$ cat src/rtl/gsc_pkg.sv
package gsc_pkg;

    localparam int CFG_IDX_W  = 3;
    localparam int CFG_DATA_W = 24;
    localparam int DISC_W     = 16;
    localparam int SUM_W      = 40;
    localparam int CNT_W      = 8;
    localparam int RES_W      = 32;
    localparam int CMP_W      = 32;
    localparam int DIV_NUM_W  = 48;
    localparam int DIV_DEN_W  = 32;

    localparam logic [CFG_IDX_W-1:0] CFG_DISCONNECT = 3'd0;
    localparam logic [CFG_IDX_W-1:0] CFG_PREHEAT    = 3'd1;
    localparam logic [CFG_IDX_W-1:0] CFG_INTERVAL   = 3'd2;
    localparam logic [CFG_IDX_W-1:0] CFG_SAMPLES    = 3'd3;
    localparam logic [CFG_IDX_W-1:0] CFG_LOAD_RES   = 3'd4;
    localparam logic [CFG_IDX_W-1:0] CFG_CLEAN_AIR  = 3'd5;

    localparam logic [DISC_W-1:0] RST_DISCONNECT = 16'd1000;
    localparam logic [23:0]       RST_PREHEAT    = 24'd20000;
    localparam logic [15:0]       RST_INTERVAL   = 16'd50;
    localparam logic [7:0]        RST_SAMPLES    = 8'd5;
    localparam logic [15:0]       RST_LOAD_RES   = 16'd2560;
    localparam logic [15:0]       RST_CLEAN_AIR  = 16'd17920;

    localparam logic [1:0] MODE_NC    = 2'd0;
    localparam logic [1:0] MODE_HEAT  = 2'd1;
    localparam logic [1:0] MODE_CAL   = 2'd2;
    localparam logic [1:0] MODE_READY = 2'd3;

    typedef struct packed {
        logic                 start;
        logic [DIV_NUM_W-1:0] num;
        logic [DIV_DEN_W-1:0] den;
    } div_req_t;

    typedef struct packed {
        logic                 done;
        logic [DIV_NUM_W-1:0] quotient;
    } div_rsp_t;

    function automatic logic [RES_W-1:0] sat32(input logic [DIV_NUM_W-1:0] v);
        logic [RES_W-1:0] r;
        r = (|v[DIV_NUM_W-1:RES_W]) ? {RES_W{1'b1}} : v[RES_W-1:0];
        return r;
    endfunction

endpackage

$ cat src/rtl/gsc_divider.sv
module gsc_divider (
    input  logic              clk,
    input  logic              rst_n,
    input  gsc_pkg::div_req_t req,
    output gsc_pkg::div_rsp_t rsp
);
    import gsc_pkg::*;

    localparam int STEP_W = $clog2(DIV_NUM_W);
    localparam logic [STEP_W-1:0] LAST_STEP = STEP_W'(DIV_NUM_W - 1);

    logic                 busy_reg, busy_next;
    logic                 done_reg, done_next;
    logic [STEP_W-1:0]    step_reg, step_next;
    logic [DIV_DEN_W-1:0] rem_reg, rem_next;
    logic [DIV_NUM_W-1:0] quo_reg, quo_next;
    logic [DIV_DEN_W-1:0] den_reg, den_next;
    logic [DIV_DEN_W:0]   trial;
    logic [DIV_DEN_W:0]   diff;
    logic                 fits;

    // restoring division, one quotient bit per cycle
    assign trial = {rem_reg, quo_reg[DIV_NUM_W-1]};
    assign diff  = trial - {1'b0, den_reg};
    assign fits  = trial >= {1'b0, den_reg};

    always_comb
    begin
        busy_next = busy_reg;
        done_next = 1'b0;
        step_next = step_reg;
        rem_next  = rem_reg;
        quo_next  = quo_reg;
        den_next  = den_reg;
        if (req.start)
        begin
            busy_next = 1'b1;
            step_next = '0;
            rem_next  = '0;
            quo_next  = req.num;
            den_next  = req.den;
        end
        else if (busy_reg)
        begin
            rem_next  = fits ? diff[DIV_DEN_W-1:0] : trial[DIV_DEN_W-1:0];
            quo_next  = {quo_reg[DIV_NUM_W-2:0], fits};
            step_next = step_reg + 1'b1;
            if (step_reg == LAST_STEP)
            begin
                busy_next = 1'b0;
                done_next = 1'b1;
            end
        end
    end

    always_ff @(posedge clk or negedge rst_n)
    begin
        if (!rst_n)
        begin
            busy_reg <= 1'b0;
            done_reg <= 1'b0;
            step_reg <= '0;
        end
        else
        begin
            busy_reg <= busy_next;
            done_reg <= done_next;
            step_reg <= step_next;
        end
    end

    always_ff @(posedge clk)
    begin
        rem_reg <= rem_next;
        quo_reg <= quo_next;
        den_reg <= den_next;
    end

    assign rsp.done     = done_reg;
    assign rsp.quotient = quo_reg;

endmodule

$ cat src/rtl/gas_sensor_calibration_fsm_unit.sv
// A tick that takes no resistance sample passes the accept, evaluate and result states.
// A sampling tick adds the Rs division on the shared 48-step divider (skipped for a zero
// reading) and an accumulate step; a tick that closes an average adds up to three more
// divisions.
// One tick at a time: the input is stalled from acceptance until the result transfers.
// Reset (rst_n, async, active low): registers return to defaults, mode not connected,
// all stores and timers cleared.
module gas_sensor_calibration_fsm_unit #(
    parameter int ADC_BITS   = 10,
    parameter int TIMER_BITS = 24
) (
    input  logic                            clk,
    input  logic                            rst_n,
    input  logic                            cfg_write,
    input  logic [gsc_pkg::CFG_IDX_W-1:0]   cfg_index,
    input  logic [gsc_pkg::CFG_DATA_W-1:0]  cfg_data,
    input  logic                            in_valid,
    output logic                            in_stall,
    input  logic [ADC_BITS-1:0]             adc_sample,
    output logic                            out_valid,
    input  logic                            out_stall,
    output logic [1:0]                      sensor_status,
    output logic [31:0]                     sensor_resistance,
    output logic [31:0]                     baseline_resistance,
    output logic [31:0]                     resistance_ratio,
    output logic                            ratio_valid,
    output logic                            average_done
);
    import gsc_pkg::*;

    localparam logic [3:0] S_IDLE    = 4'd0;
    localparam logic [3:0] S_EVAL    = 4'd1;
    localparam logic [3:0] S_RS_GO   = 4'd2;
    localparam logic [3:0] S_RS_WAIT = 4'd3;
    localparam logic [3:0] S_ACC     = 4'd4;
    localparam logic [3:0] S_AVG     = 4'd5;
    localparam logic [3:0] S_BASE    = 4'd6;
    localparam logic [3:0] S_RATIO   = 4'd7;
    localparam logic [3:0] S_RAT_WT  = 4'd8;
    localparam logic [3:0] S_OUT     = 4'd9;

    localparam logic [TIMER_BITS-1:0] TIMER_MAX = {TIMER_BITS{1'b1}};

    div_req_t div_req;
    div_rsp_t div_rsp;

    logic [DISC_W-1:0]     disc_reg;
    logic [23:0]           preheat_reg;
    logic [15:0]           interval_reg;
    logic [7:0]            spa_reg;
    logic [15:0]           load_reg;
    logic [15:0]           caf_reg;

    logic [3:0]            state_reg, state_next;
    logic [1:0]            mode_reg, mode_next;
    logic [TIMER_BITS-1:0] elapsed_reg, elapsed_next;
    logic [ADC_BITS-1:0]   ref_reg, ref_next;
    logic [SUM_W-1:0]      sum_reg, sum_next;
    logic [CNT_W-1:0]      count_reg, count_next;
    logic [RES_W-1:0]      base_reg, base_next;
    logic [RES_W-1:0]      rs_reg, rs_next;
    logic                  measured_reg, measured_next;
    logic [RES_W-1:0]      ratio_reg, ratio_next;
    logic                  done_reg, done_next;
    logic [ADC_BITS-1:0]   raw_reg, raw_next;
    logic [RES_W-1:0]      sample_reg, sample_next;
    logic [RES_W-1:0]      prod_reg;

    logic [TIMER_BITS-1:0] et_inc;
    logic [ADC_BITS-1:0]   diff;
    logic [SUM_W-1:0]      sum_add;
    logic [CNT_W-1:0]      cnt_inc;
    logic [CNT_W-1:0]      n_eff;
    logic                  valid_now;

    gsc_divider u_div (
        .clk   (clk),
        .rst_n (rst_n),
        .req   (div_req),
        .rsp   (div_rsp)
    );

    always_ff @(posedge clk or negedge rst_n)
    begin
        if (!rst_n)
        begin
            disc_reg     <= RST_DISCONNECT;
            preheat_reg  <= RST_PREHEAT;
            interval_reg <= RST_INTERVAL;
            spa_reg      <= RST_SAMPLES;
            load_reg     <= RST_LOAD_RES;
            caf_reg      <= RST_CLEAN_AIR;
        end
        else if (cfg_write)
        begin
            unique case (cfg_index)
                CFG_DISCONNECT: disc_reg     <= DISC_W'(cfg_data[ADC_BITS-1:0]);
                CFG_PREHEAT:    preheat_reg  <= cfg_data[23:0];
                CFG_INTERVAL:   interval_reg <= cfg_data[15:0];
                CFG_SAMPLES:    spa_reg      <= cfg_data[7:0];
                CFG_LOAD_RES:   load_reg     <= cfg_data[15:0];
                CFG_CLEAN_AIR:  caf_reg      <= cfg_data[15:0];
                default: ;
            endcase
        end
    end

    assign et_inc  = (elapsed_reg == TIMER_MAX) ? elapsed_reg : elapsed_reg + 1'b1;
    assign diff    = (raw_reg > ref_reg) ? raw_reg - ref_reg : ref_reg - raw_reg;
    assign sum_add = sum_reg + SUM_W'(sample_reg);
    assign cnt_inc = count_reg + 1'b1;
    assign n_eff   = (spa_reg == '0) ? CNT_W'(1) : spa_reg;

    always_comb
    begin
        state_next    = state_reg;
        mode_next     = mode_reg;
        elapsed_next  = elapsed_reg;
        ref_next      = ref_reg;
        sum_next      = sum_reg;
        count_next    = count_reg;
        base_next     = base_reg;
        rs_next       = rs_reg;
        measured_next = measured_reg;
        ratio_next    = ratio_reg;
        done_next     = done_reg;
        raw_next      = raw_reg;
        sample_next   = sample_reg;
        div_req       = '0;

        unique case (state_reg)
            S_IDLE:
            begin
                if (in_valid)
                begin
                    raw_next   = adc_sample;
                    state_next = S_EVAL;
                end
            end
            S_EVAL:
            begin
                done_next    = 1'b0;
                elapsed_next = et_inc;
                state_next   = S_OUT;
                if (DISC_W'(raw_reg) >= disc_reg)
                    mode_next = MODE_NC;
                else if (mode_reg == MODE_NC)
                begin
                    mode_next    = MODE_HEAT;
                    elapsed_next = '0;
                    ref_next     = raw_reg;
                end
                else if (mode_reg == MODE_HEAT)
                begin
                    if (diff > ADC_BITS'(1))
                    begin
                        elapsed_next = '0;
                        ref_next     = raw_reg;
                    end
                    else if (CMP_W'(et_inc) >= CMP_W'(preheat_reg))
                    begin
                        mode_next    = MODE_CAL;
                        sum_next     = '0;
                        count_next   = '0;
                        elapsed_next = '0;
                    end
                end
                else if (CMP_W'(et_inc) >= CMP_W'(interval_reg))
                begin
                    elapsed_next = '0;
                    if (raw_reg == '0)
                    begin
                        sample_next = {RES_W{1'b1}};
                        state_next  = S_ACC;
                    end
                    else
                        state_next = S_RS_GO;
                end
            end
            S_RS_GO:
            begin
                div_req.start = 1'b1;
                div_req.num   = DIV_NUM_W'(prod_reg);
                div_req.den   = DIV_DEN_W'(raw_reg);
                state_next    = S_RS_WAIT;
            end
            S_RS_WAIT:
            begin
                if (div_rsp.done)
                begin
                    sample_next = div_rsp.quotient[RES_W-1:0];
                    state_next  = S_ACC;
                end
            end
            S_ACC:
            begin
                if (cnt_inc >= n_eff)
                begin
                    sum_next      = '0;
                    count_next    = '0;
                    done_next     = 1'b1;
                    div_req.start = 1'b1;
                    div_req.num   = DIV_NUM_W'(sum_add);
                    div_req.den   = DIV_DEN_W'(n_eff);
                    state_next    = S_AVG;
                end
                else
                begin
                    sum_next   = sum_add;
                    count_next = cnt_inc;
                    state_next = S_OUT;
                end
            end
            S_AVG:
            begin
                if (div_rsp.done)
                begin
                    if (mode_reg == MODE_CAL)
                    begin
                        if (caf_reg == '0)
                        begin
                            base_next  = {RES_W{1'b1}};
                            mode_next  = MODE_READY;
                            state_next = S_RATIO;
                        end
                        else
                        begin
                            div_req.start = 1'b1;
                            div_req.num   = {div_rsp.quotient[SUM_W-1:0], 8'd0};
                            div_req.den   = DIV_DEN_W'(caf_reg);
                            state_next    = S_BASE;
                        end
                    end
                    else
                    begin
                        rs_next       = sat32(div_rsp.quotient);
                        measured_next = 1'b1;
                        state_next    = S_RATIO;
                    end
                end
            end
            S_BASE:
            begin
                if (div_rsp.done)
                begin
                    base_next  = sat32(div_rsp.quotient);
                    mode_next  = MODE_READY;
                    state_next = S_RATIO;
                end
            end
            S_RATIO:
            begin
                // ratio cache follows every change of either store
                if (base_reg == '0)
                begin
                    ratio_next = {RES_W{1'b1}};
                    state_next = S_OUT;
                end
                else
                begin
                    div_req.start = 1'b1;
                    div_req.num   = {rs_reg, 16'd0};
                    div_req.den   = base_reg;
                    state_next    = S_RAT_WT;
                end
            end
            S_RAT_WT:
            begin
                if (div_rsp.done)
                begin
                    ratio_next = sat32(div_rsp.quotient);
                    state_next = S_OUT;
                end
            end
            S_OUT:
            begin
                if (!out_stall)
                    state_next = S_IDLE;
            end
            default:
                state_next = S_IDLE;
        endcase
    end

    always_ff @(posedge clk or negedge rst_n)
    begin
        if (!rst_n)
        begin
            state_reg    <= S_IDLE;
            mode_reg     <= MODE_NC;
            elapsed_reg  <= '0;
            ref_reg      <= '0;
            sum_reg      <= '0;
            count_reg    <= '0;
            base_reg     <= '0;
            rs_reg       <= '0;
            measured_reg <= 1'b0;
            ratio_reg    <= {RES_W{1'b1}};
            done_reg     <= 1'b0;
        end
        else
        begin
            state_reg    <= state_next;
            mode_reg     <= mode_next;
            elapsed_reg  <= elapsed_next;
            ref_reg      <= ref_next;
            sum_reg      <= sum_next;
            count_reg    <= count_next;
            base_reg     <= base_next;
            rs_reg       <= rs_next;
            measured_reg <= measured_next;
            ratio_reg    <= ratio_next;
            done_reg     <= done_next;
        end
    end

    always_ff @(posedge clk)
    begin
        raw_reg    <= raw_next;
        sample_reg <= sample_next;
        prod_reg   <= RES_W'(load_reg) * {{(RES_W-ADC_BITS){1'b0}}, ~raw_reg};
    end

    assign valid_now = (mode_reg == MODE_READY) && measured_reg;

    assign in_stall            = (state_reg != S_IDLE);
    assign out_valid           = (state_reg == S_OUT);
    assign sensor_status       = mode_reg;
    assign sensor_resistance   = rs_reg;
    assign baseline_resistance = base_reg;
    assign resistance_ratio    = valid_now ? ratio_reg : '0;
    assign ratio_valid         = valid_now;
    assign average_done        = done_reg;

endmodule

$ cat config.mk
export PLATFORM = sky130hd
export DESIGN_NAME = gas_sensor_calibration_fsm_unit
export DESIGN_NICKNAME = d
export VERILOG_FILES = /design/src/rtl/gsc_pkg.sv /design/src/rtl/gsc_divider.sv /design/src/rtl/gas_sensor_calibration_fsm_unit.sv
export SDC_FILE = /design/constraint.sdc
export NUM_CORES = 1
export LEC_CHECK = 0
export BUFFER_PORTS_ARGS = -buffer_cell sky130_fd_sc_hd__clkbuf_2
export CORE_ASPECT_RATIO = 2
export CORE_MARGIN = 4
export CORE_UTILIZATION = 50
export CTS_BUF_LIST = sky130_fd_sc_hd__clkbuf_8
export DETAILED_ROUTE_END_ITERATION = 10
export GPL_ROUTABILITY_DRIVEN = 0
export GPL_TIMING_DRIVEN = 0
export MAX_ROUTING_LAYER = met4
export PLACE_DENSITY = 0.67
export RECOVER_POWER = 100
export SLEW_MARGIN = 20
export SYNTH_ARGS = -nofsm -noshare
export SYNTH_HDL_FRONTEND = slang
export SYNTH_SLANG_ARGS = --single-unit
$ cat constraint.sdc
create_clock -name clk -period 8.1 [get_ports clk]
set_input_delay 0.81 -clock clk [delete_from_list [all_inputs] [get_ports clk]]
set_output_delay 0.81 -clock clk [all_outputs]
set_load 0.1 [all_outputs]
==> summary.txt <==
Run status
  • Status: complete, but fails checks
  • Failing checks: capacitance limit, slew limit

Worst setup path
  • Critical path startpoint: spa_reg[4]$_DFFE_PN0P_
  • Crit path capture: u_div.quo_reg[10]$_DFFE_PP_
  • CP required: 8.35 ns
  • Worst r2r dst: u_div.quo_reg[10]$_DFFE_PP_
  • CP Class: reg2reg
  • Reg2reg start: spa_reg[4]$_DFFE_PN0P_
  • Worst-path maximum fanout: 26
  • Reg2Reg Depth: 14
  • Critical Path AT: 7.50 ns
  • Most common cell on crit path: a21o_1
  • CP cell instances: nor4_1 -> a41o_1 -> ha_1 -> nand2b_1 -> a21o_1 -> a21o_1 -> a21o_1 -> a21o_1 -> a2111oi_0 -> nor3_1 -> nor2_1 -> clkbuf_1 -> nand2_1 -> clkbuf_2
  • Crit path launch type: register
  • Register-to-register setup slack: 0.85 ns
  • Crit-path max cell delay: 1.26 ns
  • Crit end category: register
  • Critical path's slowest cell: a2111oi_0

Synthesis
  • Mapped Cells: 3006
  • Net Count, Synth: 3367
  • Multiplexer share of the synthesized area: 2.516%
  • Asr flop ratio synth: 61.21%
  • Syn. warnings: 0
  • Synth cell types: 82
  • Largest family of logic cells by synthesized area: compound AO/OA/AOI/OAI gates
  • Syn_area_per_cell: 9.977 sq um
  • Synth Area in Adders: 16.16%
  • Post-synthesis register bit count: 464
  • Post-synthesis sequential area ratio: 40.01%
  • Compound-Gate Fraction of Synth Area: 18.21%
  • Post-Synth Simple-Gate Area: 13.90%
  • Post-synth EDFFs: 122
  • Mapped cell area: 29990 sq um
  • Top_reg_cell synth: dfrtp_1
  • Post-Synth XOR/XNOR Area: 3.826%

GRT
  • GRT Overall Usage: 30.72%
  • First-pass GRT wire length: 148800 um
  • GR Overflow Total: 0
  • Initial antenna violation count: 3
  • Vias in the first global route: 26154
  • Largest net degree at the start of global routing: 92

Cells and area
  • Footprint of the multi-input gates: 16370 sq um
  • Final Util: 55.72%
  • P&R area growth vs syn: 10.14%
  • Max FFs per register: 48
  • Storage cell area: 12000 sq um
  • Fin nets: 3591
  • Final Instance Count excl. Fillers: 4059
  • Share of cells above drive strength 1: 7.996%
  • Fill cells: 5323

Routing
  • Via density: 6.209
  • Initial DRC count: 2063
  • DR vias: 25202
  • Mean routed wirelength per cell: 24.24 um
  • Wirelength, routed: 98380 um
  • Drt first pass iters: 9
  • Remaining antenna violation count: 0
  • Drc violations: 0

CTS
  • CTS tree: yes
  • Clock buffer depth: 3
  • Post_cts resized: 0
  • Num Clock Sinks: 464
  • CTS clk-pin slew, worst paths: 0.07 ns
  • Hold Buf Count CTS: 0
  • H-Tree Depth: 3
  • Number of buffers created by CTS: 71
  • Clk_lat worst skew: 0.67 ns
  • Clock root buffer: clkbuf_8
  • Postcts setup bufs: 0

Timing
  • Total negative setup slack: 0 ns
  • Final hold violations: 0
  • Final WS setup: 0.8542 ns
  • Minimum clock period: 7.246 ns
  • Slew @ Worst Pin: 4.963 ns
  • Final setup vio count: 0
  • Final Max Slew Viols: 225
  • Tcrit/Tclk final: 89.45%
  • Fmax: 0.1380 GHz
  • RSZ-0062 raised after global routing: no
  • Worst Skew: 0.02263 ns
  • Slew Limit Headroom: -230.8%

Job
  • Number of max-cap violations: 6

Placement
  • Placed cell count: 3925
  • DP Worst Slack: 1.073 ns
  • IO buf count: 142
  • Post-DP HPWL: 75960 um

Power
  • Sw Ratio: 43.17%
  • Worst vdd ir: 0.6046 mV
  • Int Power: 0.006519 W
  • Flop pwr share: 25.6%
  • Leak Pwr: 15.15 nW
  • Clock share of power: 17.7%
  • Pwr/cell area: 347.3 nW/um^2
  • Switch Pwr: 0.004953 W
  • Comb power frac: 56.7%

Die
  • Num rows: 126
  • Die W: 181.2 um
  • Die area: 64200 sq um
  • Starting density of the core: 50.59%
  • DIE HEIGHT: 354.4 um
  • Ports: 144
  • Core footprint: 59280 sq um

Hold path
  • Hold crit path type: in2reg
==> synthesized netlist by cell type (11+ instances only) <==
cell type    n  share of area [%]
a211oi_1    30               0.75
a21o_1      75                1.9
a21oi_1    126                2.1
a221o_1     21               0.70
a222oi_1    35                1.2
a22o_1      48                1.4
a31oi_1     21               0.44
and2_1      58                1.2
and3_1      32               0.67
and4_1      11               0.32
buf_1       13               0.16
clkbuf_1   128                1.6
dfrtp_1    231                 19
dfstp_2     53                4.6
dfxtp_1     58                3.9
edfxtp_1   122                 12
fa_1       114                7.6
ha_1       205                8.6
inv_1      269                3.4
mux2_2      43                1.6
mux2i_1     27               0.90
nand2_1    265                3.3
nand2b_1    52                1.1
nand3_1     42               0.70
nand4_1     34               0.71
nor2_1     139                1.7
nor2b_1     97                2.0
nor3_1      33               0.55
nor4_1      26               0.54
o211ai_1    16               0.40
o21a_1      21               0.53
o21ai_0    176                2.9
o21bai_1    18               0.45
o22a_1      96                2.8
xnor2_1     77                2.2
xor2_1      54                1.6
==> metrics by stage <==
| step | hold WS, ns | area [sq um] | power [W] |
|---|---|---|---|
| global placement | 0.4425 | 31660 | 0.009245 |
| CTS | 0.02025 | 33340 | 0.01151 |
| detailed placement | 0.4556 | 31880 | 0.009439 |
| finish | 0.3225 | 33030 | 0.01147 |
| global route | 0.3106 | 33030 | 0.01255 |
| floorplan | 0.4316 | 29990 | 0.007956 |
==> cells in the final DEF (no fill, tap or decap), drive strengths merged, types with 42 or more instances in the layout <==
master	count
nand2	265
nand2b	52
edfxtp	122
nand3	42
and2	58
xnor2	77
o22a	96
mux2	43
a21o	75
clkbuf	377
nor2b	97
dfxtp	58
dfrtp	231
o21ai	180
inv	299
ha	205
nor2	140
xor2	54
dfstp	53
fa	114
a21oi	127
a22o	48
==> metal layers <==
metal	up-vias	part of all wire, %	track usage (%)
met3	463	6.4	4.593
met2	1220	50	52.85
met1	12359	34	31.02
li1	11160	-	-
met5	-	0	-
met4	0	9.4	23.89
==> area by class of cell <==
class	count	area share [%]
clock buffer	87	3.625
inverter	270	3.068
buffer	150	1.742
clock inverter	45	0.8106
timing repair buffer	151	1.943
tap	768	2.909
multi-input combinational	2122	49.56
sequential	464	36.32
antenna	2	0.01515
==> how the worst min path moves through the flow <==
stage	from	endpoint	slack, ns	cells past startpoint
final	adc_sample[4]	raw_reg[4]$_DFFE_PP_	0.32	1
after global routing	adc_sample[6]	raw_reg[6]$_DFFE_PP_	0.31	1
after CTS	rst_n	elapsed_reg[10]$_DFFE_PN0P_	0.02	1
after detailed placement	measured_reg$_DFFE_PN0P_	measured_reg$_DFFE_PN0P_	0.46	1
after global placement	measured_reg$_DFFE_PN0P_	measured_reg$_DFFE_PN0P_	0.44	1
after floorplan	measured_reg$_DFFE_PN0P_	measured_reg$_DFFE_PN0P_	0.43	1
==> logic make-up after synthesis <==
logic type | Yosys count
and+or+nand+nor | 827
muxes | 70
adders and majority gates | 319
AOI/OAI and AO/OA | 775
buffers and inverters | 420
xor gates and xnor gates | 131
DFF | 464
==> worst max-delay path, delay by kind of cell (launching register included) <==
family / cells / cell delay [ns]
AND/OR/NAND/NOR: 5 / 2.53
AO/OA/AOI/OAI: 6 / 2.27
buffers and inverters: 2 / 1.36
flip-flops: 1 / 0.39
adder cells (fa/ha/maj): 1 / 0.24
==> power by group through the flow <==
stage,Combinational [W],Sequential (W),Clock (W)
after floorplan,0.00505,0.00291,0
after global placement,0.00629,0.00296,0
after detailed placement,0.00647,0.00297,0
after CTS,0.00653,0.00292,0.00206
after global routing,0.00744,0.00295,0.00216
final,0.00651,0.00293,0.00203
Power figures use the tool's default switching activity.
